===== config.mk =====
export PLATFORM = sky130hd
export DESIGN_NAME = chaotic_xor_dna_pixel_cipher_core
export DESIGN_NICKNAME = d
export VERILOG_FILES = /design/src/rtl/core/cxdna_pkg.sv /design/src/rtl/core/cxdna_mul.sv /design/src/rtl/core/chaotic_xor_dna_pixel_cipher_core.sv
export SDC_FILE = /design/constraint.sdc
export NUM_CORES = 2
export LEC_CHECK = 0
export ABC_AREA = 0
export BUFFER_PORTS_ARGS = -buffer_cell sky130_fd_sc_hd__buf_2
export CORE_MARGIN = 4
export CORE_UTILIZATION = 50
export DETAILED_ROUTE_END_ITERATION = 12
export GPL_ROUTABILITY_DRIVEN = 0
export PLACE_DENSITY = 0.66
export SETUP_SLACK_MARGIN = 0.1
export SYNTH_ARGS = -nofsm -noshare
export SYNTH_HDL_FRONTEND = slang
export SYNTH_HIERARCHICAL = 1
export SYNTH_SLANG_ARGS = --single-unit

===== constraint.sdc =====
create_clock -name aclk -period 13.2 [get_ports aclk]
set_clock_uncertainty 0.15 [all_clocks]
set_input_delay 1.98 -clock aclk [delete_from_list [all_inputs] [get_ports aclk]]
set_output_delay 1.98 -clock aclk [all_outputs]
set_load 0.005 [all_outputs]

===== src/rtl/core/cxdna_pkg.sv =====
package cxdna_pkg;

    typedef enum logic [1:0] {
        ST_IDLE,
        ST_CALC,
        ST_LAST
    } state_t;

    localparam logic [2:0] CFG_SEED_KEYSTREAM = 3'd0;
    localparam logic [2:0] CFG_GAIN_KEYSTREAM = 3'd1;
    localparam logic [2:0] CFG_SEED_RULE_A    = 3'd2;
    localparam logic [2:0] CFG_SEED_RULE_B    = 3'd3;
    localparam logic [2:0] CFG_GAIN_RULES     = 3'd4;

    localparam logic [1:0] MAP_KEYSTREAM = 2'd0;
    localparam logic [1:0] MAP_RULE_A    = 2'd1;
    localparam logic [1:0] MAP_RULE_B    = 2'd2;

    localparam logic [1:0] PH_SQUARE = 2'd0;
    localparam logic [1:0] PH_GAIN   = 2'd1;
    localparam logic [1:0] PH_QUANT  = 2'd2;

    localparam logic [31:0] QUANT_SCALE = 32'd10000;

    typedef struct packed {
        logic        en;
        logic [31:0] a;
        logic [31:0] b;
    } mul_req_t;

    localparam logic [1:0] ENC_RULE [8][4] = '{
        '{2'd0, 2'd3, 2'd2, 2'd1}, '{2'd0, 2'd2, 2'd3, 2'd1},
        '{2'd1, 2'd3, 2'd2, 2'd0}, '{2'd1, 2'd2, 2'd3, 2'd0},
        '{2'd2, 2'd0, 2'd1, 2'd3}, '{2'd3, 2'd0, 2'd1, 2'd2},
        '{2'd2, 2'd1, 2'd0, 2'd3}, '{2'd3, 2'd1, 2'd0, 2'd2}
    };

    localparam logic [1:0] DEC_RULE [8][4] = '{
        '{2'd0, 2'd3, 2'd2, 2'd1}, '{2'd0, 2'd3, 2'd1, 2'd2},
        '{2'd3, 2'd0, 2'd2, 2'd1}, '{2'd3, 2'd0, 2'd1, 2'd2},
        '{2'd1, 2'd2, 2'd0, 2'd3}, '{2'd1, 2'd2, 2'd3, 2'd0},
        '{2'd2, 2'd1, 2'd0, 2'd3}, '{2'd2, 2'd1, 2'd3, 2'd0}
    };

    function automatic logic [7:0] dna_substitute(input logic [7:0] value,
                                                  input logic [2:0] enc_key,
                                                  input logic [2:0] dec_key);
        logic [7:0] res;
        logic [1:0] e;
        res = '0;
        for (int k = 0; k < 4; k++) begin
            e = ENC_RULE[enc_key][value[2*k +: 2]];
            res[2*k +: 2] = DEC_RULE[dec_key][e];
        end
        return res;
    endfunction

endpackage


===== src/rtl/core/cxdna_mul.sv =====
module cxdna_mul (
    input  logic                aclk,
    input  cxdna_pkg::mul_req_t req,
    output logic [63:0]         prod
);

    logic [63:0] prod_reg;

    always_ff @(posedge aclk) begin
        if (req.en) begin
            prod_reg <= 64'(req.a) * 64'(req.b);
        end
    end

    assign prod = prod_reg;

endmodule


===== src/rtl/core/chaotic_xor_dna_pixel_cipher_core.sv =====
// Channel   Direction  Ports                          Contents
// s_        in         s_tvalid s_tready s_tdata      pixel; s_tuser: first
// m_        out        m_tvalid m_tready m_tdata      cipher_pixel
// cfg_      in         cfg_valid cfg_ready            cfg_index, cfg_data
//
// A new pixel is taken only once the result of the last one is registered;
// the one shared 32 by 32 multiplier forms nine products per pixel, three
// for each logistic map.
// Reset clears the map states and restores the register defaults.
// A result that waits on m_tready holds the block in its final cycle only;
// the next pixel is taken as soon as the result is registered.
module chaotic_xor_dna_pixel_cipher_core (
    input  logic        aclk,
    input  logic        aresetn,
    input  logic        s_tvalid,
    output logic        s_tready,
    input  logic [7:0]  s_tdata,    // [7:0] pixel
    input  logic [0:0]  s_tuser,    // [0] first
    output logic        m_tvalid,
    input  logic        m_tready,
    output logic [7:0]  m_tdata,    // [7:0] cipher_pixel
    input  logic        cfg_valid,
    output logic        cfg_ready,
    input  logic [2:0]  cfg_index,
    input  logic [31:0] cfg_data
);

    cxdna_pkg::state_t   state_reg, state_next;
    cxdna_pkg::mul_req_t mul_req;
    logic [63:0]         prod;

    logic [31:0] seed_ks_reg, gain_ks_reg, seed_a_reg, seed_b_reg, gain_rules_reg;
    logic [31:0] x_ks_reg, x_a_reg, x_b_reg;
    logic [31:0] x_ks_next, x_a_next, x_b_next;
    logic [1:0]  map_reg, map_next, phase_reg, phase_next;
    logic [7:0]  pixel_reg, ks_reg, ks_next;
    logic [2:0]  ka_reg, ka_next;
    logic [7:0]  cipher_reg, cipher_next;
    logic        m_tvalid_reg, m_tvalid_next;
    logic [31:0] x_sel, gain_sel, x_new;
    logic [7:0]  quant;
    logic        s_xfer, m_free;

    assign s_tready  = (state_reg == cxdna_pkg::ST_IDLE);
    assign s_xfer    = s_tvalid && s_tready;
    assign cfg_ready = 1'b1;
    assign m_tvalid  = m_tvalid_reg;
    assign m_tdata   = cipher_reg;
    assign m_free    = !m_tvalid_reg || m_tready;

    assign x_new = prod[61:30];
    assign quant = prod[39:32] + {7'b0, prod[31]};

    always_comb begin
        unique case (map_reg)
            cxdna_pkg::MAP_KEYSTREAM: begin
                x_sel    = x_ks_reg;
                gain_sel = gain_ks_reg;
            end
            cxdna_pkg::MAP_RULE_A: begin
                x_sel    = x_a_reg;
                gain_sel = gain_rules_reg;
            end
            default: begin
                x_sel    = x_b_reg;
                gain_sel = gain_rules_reg;
            end
        endcase
    end

    always_comb begin
        state_next = state_reg;
        unique case (state_reg)
            cxdna_pkg::ST_IDLE: begin
                if (s_xfer) begin
                    state_next = cxdna_pkg::ST_CALC;
                end
            end
            cxdna_pkg::ST_CALC: begin
                if (phase_reg == cxdna_pkg::PH_QUANT && map_reg == cxdna_pkg::MAP_RULE_B) begin
                    state_next = cxdna_pkg::ST_LAST;
                end
            end
            cxdna_pkg::ST_LAST: begin
                if (m_free) begin
                    state_next = cxdna_pkg::ST_IDLE;
                end
            end
            default: state_next = cxdna_pkg::ST_IDLE;
        endcase
    end

    always_comb begin
        mul_req       = '0;
        x_ks_next     = x_ks_reg;
        x_a_next      = x_a_reg;
        x_b_next      = x_b_reg;
        map_next      = map_reg;
        phase_next    = phase_reg;
        ks_next       = ks_reg;
        ka_next       = ka_reg;
        cipher_next   = cipher_reg;
        m_tvalid_next = m_tvalid_reg && !m_tready;
        unique case (state_reg)
            cxdna_pkg::ST_IDLE: begin
                map_next   = cxdna_pkg::MAP_KEYSTREAM;
                phase_next = cxdna_pkg::PH_SQUARE;
                if (s_xfer && s_tuser[0]) begin
                    x_ks_next = seed_ks_reg;
                    x_a_next  = seed_a_reg;
                    x_b_next  = seed_b_reg;
                end
            end
            cxdna_pkg::ST_CALC: begin
                mul_req.en = 1'b1;
                unique case (phase_reg)
                    cxdna_pkg::PH_SQUARE: begin
                        mul_req.a  = x_sel;
                        mul_req.b  = 32'd0 - x_sel;
                        phase_next = cxdna_pkg::PH_GAIN;
                        if (map_reg == cxdna_pkg::MAP_RULE_A) begin
                            ks_next = quant;
                        end
                        if (map_reg == cxdna_pkg::MAP_RULE_B) begin
                            ka_next = quant[2:0];
                        end
                    end
                    cxdna_pkg::PH_GAIN: begin
                        mul_req.a  = gain_sel;
                        mul_req.b  = prod[63:32];
                        phase_next = cxdna_pkg::PH_QUANT;
                    end
                    default: begin
                        mul_req.a  = x_new;
                        mul_req.b  = cxdna_pkg::QUANT_SCALE;
                        phase_next = cxdna_pkg::PH_SQUARE;
                        if (map_reg == cxdna_pkg::MAP_RULE_B) begin
                            map_next = cxdna_pkg::MAP_KEYSTREAM;
                        end else begin
                            map_next = map_reg + 2'd1;
                        end
                        unique case (map_reg)
                            cxdna_pkg::MAP_KEYSTREAM: x_ks_next = x_new;
                            cxdna_pkg::MAP_RULE_A:    x_a_next  = x_new;
                            default:                  x_b_next  = x_new;
                        endcase
                    end
                endcase
            end
            cxdna_pkg::ST_LAST: begin
                if (m_free) begin
                    cipher_next   = cxdna_pkg::dna_substitute(pixel_reg ^ ks_reg, ka_reg,
                                                              quant[2:0]);
                    m_tvalid_next = 1'b1;
                end
            end
            default: ;
        endcase
    end

    cxdna_mul u_mul (
        .aclk (aclk),
        .req  (mul_req),
        .prod (prod)
    );

    always_ff @(posedge aclk) begin
        if (!aresetn) begin
            state_reg      <= cxdna_pkg::ST_IDLE;
            m_tvalid_reg   <= 1'b0;
            map_reg        <= cxdna_pkg::MAP_KEYSTREAM;
            phase_reg      <= cxdna_pkg::PH_SQUARE;
            x_ks_reg       <= '0;
            x_a_reg        <= '0;
            x_b_reg        <= '0;
            seed_ks_reg    <= 32'd2147483648;
            gain_ks_reg    <= 32'd4294859922;
            seed_a_reg     <= 32'd2147483648;
            seed_b_reg     <= 32'd996432413;
            gain_rules_reg <= 32'd4187485739;
        end else begin
            state_reg    <= state_next;
            m_tvalid_reg <= m_tvalid_next;
            map_reg      <= map_next;
            phase_reg    <= phase_next;
            x_ks_reg     <= x_ks_next;
            x_a_reg      <= x_a_next;
            x_b_reg      <= x_b_next;
            if (cfg_valid && cfg_ready) begin
                unique case (cfg_index)
                    cxdna_pkg::CFG_SEED_KEYSTREAM: seed_ks_reg    <= cfg_data;
                    cxdna_pkg::CFG_GAIN_KEYSTREAM: gain_ks_reg    <= cfg_data;
                    cxdna_pkg::CFG_SEED_RULE_A:    seed_a_reg     <= cfg_data;
                    cxdna_pkg::CFG_SEED_RULE_B:    seed_b_reg     <= cfg_data;
                    cxdna_pkg::CFG_GAIN_RULES:     gain_rules_reg <= cfg_data;
                    default: ;
                endcase
            end
        end
    end

    always_ff @(posedge aclk) begin
        if (s_xfer) begin
            pixel_reg <= s_tdata;
        end
        ks_reg     <= ks_next;
        ka_reg     <= ka_next;
        cipher_reg <= cipher_next;
    end

    assert property (@(posedge aclk) disable iff (!aresetn)
        s_xfer |=> (state_reg == cxdna_pkg::ST_CALC && map_reg == cxdna_pkg::MAP_KEYSTREAM
                    && phase_reg == cxdna_pkg::PH_SQUARE))
        else $error("pixel transfer did not start the map sequence");

    assert property (@(posedge aclk) disable iff (!aresetn)
        (state_reg == cxdna_pkg::ST_LAST && m_free) |=>
            (m_tvalid && state_reg == cxdna_pkg::ST_IDLE))
        else $error("finished pixel did not produce a result");

    assert property (@(posedge aclk) disable iff (!aresetn)
        (map_reg != 2'd3) && (phase_reg != 2'd3))
        else $error("sequencer counter out of range");

    assert property (@(posedge aclk) disable iff (!aresetn)
        (state_reg == cxdna_pkg::ST_LAST && !m_free) |=>
            (state_reg == cxdna_pkg::ST_LAST && $stable(prod)))
        else $error("stalled result lost its last product");

endmodule


; ---- Word level (Yosys, flattened, before mapping)
; Memory sizes are Yosys's and may differ from the RTL's.
; Cells that the tools add are included.
[op_classes]
n_addsub = 3
multipliers = 1
mux = 55
reduce_logical = 27
n_lt_le_gt_ge = 10
n_eq_ne = 18
bitwise = 11
[ops]
columns = cell, n
row1 = 32-bit 2-to-1 mux, 10
row2 = 32-bit case mux with 2 select lines, 4
row3 = 64-bit case mux with 2 select lines, 1
row4 = 65-bit 2-to-1 mux, 1
row5 = 32-bit by 32-bit multiplier with 64-bit output, 1
row6 = 2-bit 2-to-1 mux, 21
row7 = 2-bit binary-select mux with 2-bit select, 8
row8 = 8-bit 2-to-1 mux, 4
row9 = 1-bit by 32-bit subtractor with 32-bit output (first input constant), 1
row10 = 3-bit >= comparator (second input constant), 8
row11 = 2-bit inverter with 3-bit output, 8
row12 = 2-bit AND reduction, 7
row13 = 2-bit inequality test (second input constant), 6
row14 = 2-bit case mux with 2 select lines, 3
row15 = 4-bit AND reduction, 3
row16 = 3-bit AND reduction, 3
row17 = 8-bit by 1-bit adder with 8-bit output, 1
row18 = 4-bit >= comparator (second input constant), 2
row19 = 3-bit inverter with 4-bit output, 2
row20 = 8-bit bitwise XOR, 1
row21 = 2-bit by 1-bit == test with 1-bit output (second input constant), 3
row22 = 2-bit == test (second input constant), 3
row23 = 3-bit by 2-bit == test with 1-bit output (second input constant), 2
row24 = 2-bit logical NOT, 3
row25 = other kinds (12), 19
[word_totals]
elab_cells = 144
rom_bits = 128
in_bits = 49
regBits = 354
mem_count = 2
output_inout_bits = 11
[memory_table]
columns = name, depth, word_bits, read_ports, rd_clocked_by_memory_dff, write_ports, line
row1 = (name not given), 8, 8, 1, 0, 0, cxdna_pkg.sv:53  ; res[2*k +: 2] = DEC_RULE[dec_key][e];
row2 = (name not given), 8, 8, 1, 0, 0, cxdna_pkg.sv:52  ; e = ENC_RULE[enc_key][value[2*k +: 2]];

; ---- Depth between registers and ports, before layout
[logic_depth]
word_depth = 11
ltp_mapped = 39
mapped_depth_nobuf = 35

; ---- By module
; The synthesis kept the hierarchy.
[modules_own_cells]
columns = mod, instances, area_per_inst_um2, seq_area_each_um2, cells_each
row1 = cxdna_mul, 1, 35147.5, 1921.8, 3748
row2 = chaotic_xor_dna_pixel_cipher_core, 1, 14425.1, 6075.8, 1807

; ---- Worst setup path before layout
; Ideal clock, no wire load.
[synth_timing]
kind = register -> register
start = reg state_reg[0]
end = reg u_mul.prod_reg[62] (netlist: u_mul/prod[62]) (data pin)
required_ns = 12.781
arrival_time_ns = 10.235
synth_period_minus_slack_ns = 10.655
stages_incl_launch_ff = 35
path_slack_ns = 2.545
setup_ns = 0.269
path_buffers = 6
path_cell_list = dfxtp_1 clkbuf_1 nand2b_1 clkbuf_1 inv_1 clkbuf_1 buf_1 o21ai_0 a21oi_1 clkbuf_1 nand2_1 fa_1 inv_1 fa_1 inv_1 fa_1 inv_1 fa_1 fa_1 fa_1 fa_1 inv_1 fa_1 inv_1 ha_1 clkbuf_1 nand2_1 nor4_1 a211oi_1 nand2_1 a31oi_1 o31ai_4 a21oi_1 nand4b_1 o311ai_1
[synth_lines]
columns = element, line
row1 = from (decl), chaotic_xor_dna_pixel_cipher_core.sv:28  ; cxdna_pkg::state_t state_reg, state_next;
row2 = from (signal assigned), chaotic_xor_dna_pixel_cipher_core.sv:169  ; state_reg <= cxdna_pkg::ST_IDLE;
row3 = from (signal assigned), chaotic_xor_dna_pixel_cipher_core.sv:182  ; state_reg <= state_next;
row4 = to (signal assigned), cxdna_mul.sv:11  ; prod_reg <= 64'(req.a) * 64'(req.b);
row5 = to (decl), cxdna_mul.sv:7  ; logic [63:0] prod_reg;

==> results.cfg <==
[grt]
use_met3_pct = 2.67
grt_util_met2_pct = 47.3
grt_pass1_vias = 39200
grt_pass1_wl_um = 222000
antenna_found_initial = 3
globalRoute.totalOverflow = 0
grt_busiest_layer = met2
track_usage_pct = 27.6
grtUsageMet1_pct = 37.0
grt_max_degree = 158

[critical_path]
critPathTopFamily = adder cells
reg2reg_from = map_reg[0]
crit_arrival_ns = 11.55
slowest_delay_ns = 0.81
crit_end = u_mul/prod[60]
path_depth = 30
cp.buffers_inverters = 4
path_class = reg2reg
r2r_end = u_mul/prod[60]
slowest_stage = dfxtp_2
critical_path.startpoint = map_reg[0]
start_kind = register
rr_worst_depth = 30
path_common_cell = fa_1
required_ns = 13.38
r2r_setup_slack_ns = 1.82
worstPathMaxFanout = 27
end_kind = register

[power_and_ir_drop]
combPwrFrac_pct = 46.4
clkPwrFrac_pct = 23.3
swShare_pct = 42.5
ir_drop_v = 0.000110
p_switching_mw = 1.66
power_density_nw_per_um2 = 76.6
seqPwrFrac_pct = 30.2
p_int_mw = 2.24
p_leak_nw = 24.5

[sta]
fin_crit_ns = 11.38
clock.fmax_mhz = 87.9
tightest_slew_ns = 1.17
relSlewSlack_pct = 21.8
slew_violations = 0
finalSetupViolations = 0
fin_crit_sh_pct = 86.2
fin_tns_setup_ns = 0
worst_hold_slack_ns = 0.316
rsz0062_at_grt = false
finalHoldViolations = 0

[detailed_routing]
wl_per_cell_um = 21.1
dr_total_vias = 37200
firstDrtPassIters = 5
drt.antenna.violating_nets = 0
viasPerCell = 5.64
drcViolationCount = 0
drt_iter0_drc = 2984
routed_wl_um = 139000

[place]
dp_hpwl_um = 99900
io_buffers = 58

[yosys]
ys_warn_count = 6
syn_avg_cell_area_um2 = 8.82
syn_nets = 6687
netlist_instances = 5476
synth_area_um2 = 48300

[finish]
largest_reg_flops = 34
drive_gt1_share_pct = 6.20
fillers = 8799
syn_to_final_growth_pct = 5.22
final_nets = 6511

[clocking]
cts.clk_slew.worst_paths_ns = 0.07
clockBufferDepth = 3
cts_sinks = 324
post_cts_resized = 0
clkLatencyLatePin_ns = 0.59
htree_levels = 1
clockRootBuffer = clkbuf_16
cts_tree = built
cts_setup_buffers = 0
numCtsBuffers = 31
hold_buffers = 0

[die]
io_pins = 60
start_util_pct = 50.6
fp-row-count = 113
core_um2 = 95400
die_area_um2 = 102000
fp.dieH_um = 319
die_width_um = 319

[run_status]
run_status = finished clean

[min_path]
holdCritPathClass = reg2reg

[flow_run]
cap_violations = 0
power groups by stage:
stage               sequential [mW]  combinational (mW)  clock (mW)
detailed placement             1.20                1.78           0
global placement               1.20                1.76           0
global route                   1.18                2.00       0.956
CTS                            1.18                1.80       0.917
floorplan                      1.16                1.23           0
finish                         1.18                1.81       0.909
layer usage:
| layer | up-vias | wire length [um] |
|---|---|---|
| li1 | 16400 | - |
| met1 | 19100 | 56800 |
| met2 | 1352 | 67600 |
| met3 | 301 | 8990 |
| met4 | 0 | 5320 |
| met5 | - | 0 |
metrics by stage:
step	utilization, %	setup slack, ns	power [mW]	std cells	area [um^2]
floorplan	-	3.45	2.39	5476	48300
global placement	52.2	2.07	2.96	6532	49800
detailed placement	52.2	2.06	2.98	6532	49800
CTS	53.3	2.01	3.89	6588	50800
global route	53.3	1.37	4.14	6588	50800
finish	53.3	1.82	3.90	6589	50800
worst min-delay path by stage:
stage	cells after the start	to	start
finish	2	gain_rules_reg[7]	gain_rules_reg[7]
global route	2	gain_ks_reg[13]	gain_ks_reg[13]
CTS	2	gain_rules_reg[11]	gain_rules_reg[11]
detailed placement	2	gain_rules_reg[20]	gain_rules_reg[20]
global placement	2	gain_rules_reg[29]	gain_rules_reg[29]
floorplan	2	gain_rules_reg[10]	gain_rules_reg[10]
cells in the final DEF, fill, tap and decap left out, drive strengths merged, types with 13 or more instances in the layout:
master  instances
ha            266
mux2i          51
clkbuf         40
xor2           27
a21o           13
edfxtp         61
o211a          97
nand4          22
nand3         105
o21ai         115
nand2         980
a21boi        102
mux2           18
dfxtp         263
nor2          128
and3           13
a311oi         23
a21oi         216
fa            896
xnor2          66
inv           879
and2          630
buf           154
worst min-delay path, cell delays in order, from the launching register on:
cell      delay, ns
dfxtp_1        0.31
nand2_1        0.05
a21boi_0       0.06
area by class of cell:
| type | instances | area (um^2) | share of cell area (%) |
|---|---|---|---|
| multi-input combinational | 3913 | 36800 | 72.4 |
| sequential | 324 | 7100 | 14.0 |
| inverter | 876 | 3290 | 6.47 |
| tap | 1265 | 1580 | 3.11 |
| timing repair buffer | 154 | 1020 | 2.00 |
| clock buffer | 40 | 901 | 1.77 |
| clock inverter | 16 | 129 | 0.253 |
| antenna | 1 | 2.50 | 0.00492 |
No activity file was read; power rests on OpenSTA's default activity.
